`src/rtl/msis_pkg.sv`:
```
// Shared types, codes and constants of the MIPS subset instruction step block.
package msis_pkg;

  localparam int unsigned DMEM_BYTES_DEF = 65536;

  localparam logic [1:0] CMD_LOAD_BYTE = 2'd0;
  localparam logic [1:0] CMD_EXECUTE   = 2'd1;
  localparam logic [1:0] CMD_READ_BYTE = 2'd2;
  localparam logic [1:0] CMD_READ_REG  = 2'd3;

  localparam logic [5:0] OP_SPECIAL = 6'd0;
  localparam logic [5:0] OP_J       = 6'd2;
  localparam logic [5:0] OP_BEQ     = 6'd4;
  localparam logic [5:0] OP_LW      = 6'd35;
  localparam logic [5:0] OP_SW      = 6'd43;
  localparam logic [5:0] OP_RNOR    = 6'd63;

  localparam logic [2:0] ALU_ADD = 3'd1;
  localparam logic [2:0] ALU_SUB = 3'd3;
  localparam logic [2:0] ALU_AND = 3'd4;
  localparam logic [2:0] ALU_OR  = 3'd5;
  localparam logic [2:0] ALU_NOR = 3'd7;

  localparam logic [31:0] HALT_WORD = 32'hFFFF_FFFF;

  typedef enum logic [1:0] {
    DM_NONE,
    DM_READ,
    DM_WR_WORD,
    DM_WR_BYTE
  } dm_op_e;

  typedef struct packed {
    logic [1:0]  command;
    logic [31:0] instruction;
    logic [15:0] mem_byte_address;
    logic [7:0]  byte_value;
    logic [4:0]  register_index;
  } in_t;

  typedef struct packed {
    logic [31:0] next_pc;
    logic        halted;
    logic [31:0] read_value;
    logic        reg_write_enable;
    logic [4:0]  reg_write_index;
    logic [31:0] reg_write_value;
    logic        mem_write_enable;
    logic [31:0] mem_address;
    logic [31:0] mem_write_value;
  } out_t;

  // Data memory request: byte writes use wdata[31:24]
  typedef struct packed {
    logic        valid;
    dm_op_e      op;
    logic [31:0] addr;
    logic [31:0] wdata;
  } dmem_req_t;

  typedef struct packed {
    logic        we;
    logic [4:0]  idx;
    logic [31:0] data;
  } rf_wr_t;

  // What the execute stage hands to the write-back stage
  typedef struct packed {
    logic [31:0] next_pc;
    logic        halted;
    logic        rd_reg;
    logic        rd_mem;
    logic        is_load;
    logic [31:0] reg_value;
    logic        reg_write_enable;
    logic [4:0]  reg_write_index;
    logic [31:0] reg_write_value;
    logic        mem_write_enable;
    logic [31:0] mem_address;
    logic [31:0] mem_write_value;
  } stage_t;

endpackage

```
`src/rtl/msis_exec.sv`:
```
// Execute stage: decode, ALU, next PC and data memory request; holds PC, halt flag and last ALU result.
module msis_exec (
  input  logic                clk_i,
  input  logic                rst_ni,
  input  logic                valid_i,
  input  msis_pkg::in_t       item_i,
  input  logic [31:0]         rs_val_i,
  input  logic [31:0]         rt_val_i,
  output msis_pkg::dmem_req_t dmem_req_o,
  output msis_pkg::stage_t    stage_o
);
  import msis_pkg::*;

  logic [31:0] pc_q, alu_q;
  logic        halt_q;

  logic        exe, halt_word, run;
  logic [5:0]  op;
  logic [4:0]  rt, rdn, dest;
  logic [31:0] sext, opb, res, pc4, pc_d;
  logic [2:0]  code;
  logic        is_load, is_store, is_imm, is_write, reg_we;

  always_comb begin
    exe       = (item_i.command == CMD_EXECUTE) && !halt_q;
    halt_word = (item_i.instruction == HALT_WORD);
    run       = exe && !halt_word;
    op        = item_i.instruction[31:26];
    rt        = item_i.instruction[20:16];
    rdn       = item_i.instruction[15:11];
    sext      = {{16{item_i.instruction[15]}}, item_i.instruction[15:0]};
    is_load   = (op == OP_LW);
    is_store  = (op == OP_SW);
    is_imm    = (op != OP_SPECIAL) && (op != OP_J) && (op != OP_RNOR);
    is_write  = !is_store && (op != OP_J) && (op != OP_BEQ);

    if (op == OP_SPECIAL) begin
      code = item_i.instruction[2:0];
    end else if (is_load || is_store) begin
      code = ALU_ADD;
    end else begin
      code = op[2:0];
    end

    opb = is_imm ? sext : rt_val_i;
    case (code)
      ALU_ADD: res = rs_val_i + opb;
      ALU_SUB: res = rs_val_i - opb;
      ALU_AND: res = rs_val_i & opb;
      ALU_OR:  res = rs_val_i | opb;
      ALU_NOR: res = ~(rs_val_i | opb);
      default: res = alu_q;
    endcase

    dest   = is_imm ? rt : rdn;
    reg_we = run && is_write && (dest != 5'd0);

    pc4 = pc_q + 32'd4;
    if (!run) begin
      pc_d = pc_q;
    end else if ((op == OP_BEQ) && (rs_val_i == rt_val_i)) begin
      pc_d = pc4 + {sext[29:0], 2'b00};
    end else if (op == OP_J) begin
      pc_d = {pc4[31:28], item_i.instruction[25:0], 2'b00};
    end else begin
      pc_d = pc4;
    end
  end

  always_ff @(posedge clk_i or negedge rst_ni) begin
    if (!rst_ni) begin
      pc_q   <= '0;
      alu_q  <= '0;
      halt_q <= 1'b0;
    end else if (valid_i && exe) begin
      if (halt_word) begin
        halt_q <= 1'b1;
      end else begin
        pc_q  <= pc_d;
        alu_q <= res;
      end
    end
  end

  always_comb begin
    dmem_req_o.valid = valid_i;
    dmem_req_o.op    = DM_NONE;
    dmem_req_o.addr  = '0;
    dmem_req_o.wdata = '0;
    case (item_i.command)
      CMD_LOAD_BYTE: begin
        dmem_req_o.op    = DM_WR_BYTE;
        dmem_req_o.addr  = {16'd0, item_i.mem_byte_address};
        dmem_req_o.wdata = {item_i.byte_value, 24'd0};
      end
      CMD_READ_BYTE: begin
        dmem_req_o.op   = DM_READ;
        dmem_req_o.addr = {16'd0, item_i.mem_byte_address};
      end
      CMD_EXECUTE: begin
        if (run && is_store) begin
          dmem_req_o.op    = DM_WR_WORD;
          dmem_req_o.addr  = res;
          dmem_req_o.wdata = rt_val_i;
        end else if (run && is_load) begin
          dmem_req_o.op   = DM_READ;
          dmem_req_o.addr = res;
        end
      end
      default: dmem_req_o.op = DM_NONE;
    endcase
  end

  always_comb begin
    stage_o.next_pc          = pc_d;
    stage_o.halted           = halt_q || (exe && halt_word);
    stage_o.rd_reg           = (item_i.command == CMD_READ_REG);
    stage_o.rd_mem           = (item_i.command == CMD_READ_BYTE);
    stage_o.is_load          = run && is_load;
    stage_o.reg_value        = rs_val_i;
    stage_o.reg_write_enable = reg_we;
    stage_o.reg_write_index  = reg_we ? dest : 5'd0;
    stage_o.reg_write_value  = reg_we ? res : '0;
    stage_o.mem_write_enable = run && is_store;
    stage_o.mem_address      = (run && (is_load || is_store)) ? res : '0;
    stage_o.mem_write_value  = (run && is_store) ? rt_val_i : '0;
  end

endmodule

```
`config.mk`:
```
export PLATFORM = sky130hd
export DESIGN_NAME = msis_exec
export DESIGN_NICKNAME = d
export VERILOG_FILES = /design/src/rtl/msis_pkg.sv /design/src/rtl/msis_exec.sv
export SDC_FILE = /design/constraint.sdc
export NUM_CORES = 1
export LEC_CHECK = 0
export BUFFER_PORTS_ARGS = -buffer_cell sky130_fd_sc_hd__buf_2
export CAP_MARGIN = 20
export CORE_MARGIN = 2
export CORE_UTILIZATION = 58
export CTS_CLUSTER_DIAMETER = 100
export CTS_CLUSTER_SIZE = 12
export DETAILED_ROUTE_END_ITERATION = 8
export HOLD_SLACK_MARGIN = 0.03
export PLACE_DENSITY_LB_ADDON = 0.2
export SYNTH_ARGS = -nofsm -noshare
export SYNTH_HDL_FRONTEND = slang
export SYNTH_SLANG_ARGS = --single-unit
```
`constraint.sdc`:
```
create_clock -name clk_i -period 9.65 [get_ports clk_i]
set_input_delay 0.4825 -clock clk_i [delete_from_list [all_inputs] [get_ports clk_i]]
set_output_delay 0.4825 -clock clk_i [all_outputs]
set_load 0.005 [all_outputs]
```
==> impl_results.md <==
* Largest net degree at the start of global routing at 70
* Yosys warning total at 0
* Initial core utilization at 0.590
* Worst VDD drop at 0.126 mV
* Post-synthesis instance area at roughly 11000 sq um
* H-tree levels at 3
* Async SR Flop Fraction at 1.00
* Synth top area cells: dfrtp_1, xnor2_1, ha_1
* Worst EP arrival at 6.52 ns
* CP Capture Type: output port
* Crit path max fanout at 63
* Fin. Hold Viols at 0
* Setup slack after layout at 2.65 ns
* Leakage at 6.68 nW
* Status: complete, no violations
* Die area at around 21000 sq um
* Post-synth top area share at 0.142
* Syn_area_per_cell at roughly 7 sq um
* I/O pins at 368
* Avg Vias per Cell at around 6.5
* Hold WS at ~0.31 ns
* Top post-synthesis cells by count: nand2_1, nor2_1, o21ai_0, a21oi_1, xnor2_1
* Most frequent cell after synthesis: nand2_1
* Hold_buf cts at 0
* PortBufs at 362
* Reg clk slew, reported paths at 0.06 ns
* Synth cell types at 76
* Setup-failing EPs final at 0
* First-pass GRT wire length at 67.5 mm
* Max_cap viols at 0
* RSZ-0062 raised after global routing: no
* Maximum clock rate at 0.143 GHz
* Wire per inst at 20.7 um
* Ratio of cells with drive above 1 in the final layout at 0.228
* #FFs+latches synth at 65
* Num rows at 51
* Die extent in x at about 140 um
* Pwr/cell area at 118 nW/um^2
* Crit Path Class: in2out
* Fin Clk Skew at 0.0125 ns
* Post-CTS Setup Inserts at 0
* Synthesized instance count at 1653
* Die height at 145 um
* Min-delay worst type: in2async
* DRC Markers at 0
* Final nets at 2104
* Period minus WS final at 7.00 ns
* DP Area at 13100 sq um
* Fin area at roughly 13000 sq um
* Post-Place Setup Slack at 2.86 ns
* Post-synth EDFFs at 0
* Vias in the first global route at 12700
* Mapped Nets at 1848
* Crit share post-route at 0.725
* Worst Max-Slew Pin Slew at 1.04 ns
* Area leader, netlist: dfrtp_1
* Sequential share of the synthesized area at 0.142
* Via count at ~14000
* Drt initial violations at 1224
* CTS tree: built
* WP data required at 9.17 ns
* Synth Flop Type: dfrtp_1
* Remaining Overflow, GRT at 0
* Relative slew slack at 0.306
* Maximum clock path buffer count at 2
* CTS sink count at between 60 and 70
* Clk Latency, worst-skew pair at 0.36 ns
* CTS resizes at 0
* Max Slew Vio Count at 0
* Hpwl dp at 34.3 mm
* Pre-Repair DR Iteration Count at 8
* GRT Total Usage at 0.415
* Core area at between 15000 and 20000 sq um
* Clock buffer count from CTS at 9
* Root Driver: clkbuf_16
* Final RePlAce weighted congestion at 1.02
* Routed Antenna Nets at 0
* Initial antenna violation count at 1
* Post-Route Setup TNS at 0 ns
* Critical path startpoint category: input port
* Area Overhead vs Synth at 16.9%
* Routed wire length at roughly 45 mm
flip-flops by register name (all words and copies together) (netlist names):
register and count:
halt_q 1, pc_q 32, alu_q 32
final timing paths:
| path | from | end | slack (ns) | cells after the start |
|---|---|---|---|---|
| worst max-delay path | item_i[58] | stage_o[96] | 2.65 | 19 |
| max in group asynchronous | rst_ni | alu_q[11] | 8.69 | 2 |
| worst max register to register | pc_q[4] | pc_q[27] | 4.78 | 15 |
| min in group clk_i | valid_i | pc_q[27] | 0.45 | 2 |
| worst min-delay path | rst_ni | pc_q[5] | 0.31 | 2 |
| worst min register to register | alu_q[11] | alu_q[11] | 0.48 | 1 |
metal layers:
layer | GRT usage | up-vias | routed length (um)
met3 | 0.0645 | 199 | 3760
met4 | 0.275 | 0 | 3160
li1 | - | 6528 | -
met5 | 0 | - | 0
met2 | 0.691 | 733 | 21300
met1 | 0.495 | 6649 | 16900
stage by stage:
step / power (mW) / utilization / cells
floorplan: 0.956 / - / 1653
global placement: 1.19 / 0.673 / 2162
detailed placement: 1.21 / 0.673 / 2162
CTS: 1.57 / 0.689 / 2178
global route: 1.69 / 0.689 / 2179
finish: 1.58 / 0.690 / 2180
where the power goes:
group | total [mW] | leakage, nW | internal, mW | switching, mW
sequential | 0.370 | 0.785 | 0.324 | 0.0465
clock | 0.352 | 0.145 | 0.208 | 0.145
combinational | 0.862 | 5.75 | 0.345 | 0.518
total | 1.58 | 6.68 | 0.876 | 0.709
logic make-up (layout without fill, tap and decap cells):
family / after synthesis / count (layout) / share of synthesized area
simple gates: 618 / 618 / 0.259
compound gates: 554 / 554 / 0.311
buf+inv: 167 / 428 / 0.0694
xor+xnor: 139 / 139 / 0.106
fa+ha+maj: 82 / 82 / 0.0870
flops: 65 / 65 / 0.142
mux: 28 / 28 / 0.0255
other cells: 0 / 1 / 0
worst max-delay path, stage by stage:
cell and delay [ns]:
buf_2 0.66, and3_1 0.35, a22o_1 0.74, buf_4 0.45, mux2i_1 0.16, nor3_2 0.64, nand2_1 0.14, o21ai_0 0.24
xnor2_1 0.14, ha_1 0.48, nand3_1 0.14, nand2b_1 0.17, a31oi_1 0.24, nor3b_1 0.08, a221oi_1 0.40, xnor2_1 0.13
a222oi_1 0.60, nor2_1 0.10, buf_2 0.15
area by class of cell:
class,instances,area [sq um]
Clock inverter,6,67.6
Inverter,29,109
Sequential cell,65,1630
Multi-Input combinational cell,1421,9070
Timing Repair Buffer,383,1970
Tap cell,265,332
Antenna cell,1,2.50
Clock buffer,10,239
Fill cell,1792,6040
placed cells by master (no fill, tap or decap), drive strengths merged, types with 7 or more instances in the layout:
| cell type | n |
|---|---|
| buf | 383 |
| nand2 | 179 |
| nor2 | 175 |
| o21ai | 158 |
| a21oi | 135 |
| xnor2 | 94 |
| and3 | 71 |
| dfrtp | 65 |
| ha | 63 |
| a21o | 47 |
| xor2 | 45 |
| nor3 | 43 |
| inv | 29 |
| nand3 | 29 |
| nand4 | 28 |
| o211ai | 22 |
| a31oi | 22 |
| and2 | 21 |
| o21a | 20 |
| mux2i | 18 |
| maj3 | 17 |
| o22a | 16 |
| a211oi | 15 |
| a221oi | 14 |
| a22o | 13 |
| nor4 | 13 |
| nand2b | 11 |
| o221ai | 11 |
| o21bai | 10 |
| mux2 | 10 |
| nor3b | 10 |
| clkbuf | 10 |
| or3 | 9 |
| o211a | 9 |
| a21boi | 8 |
| or4 | 7 |
No activity file was read; power rests on OpenSTA's default activity.
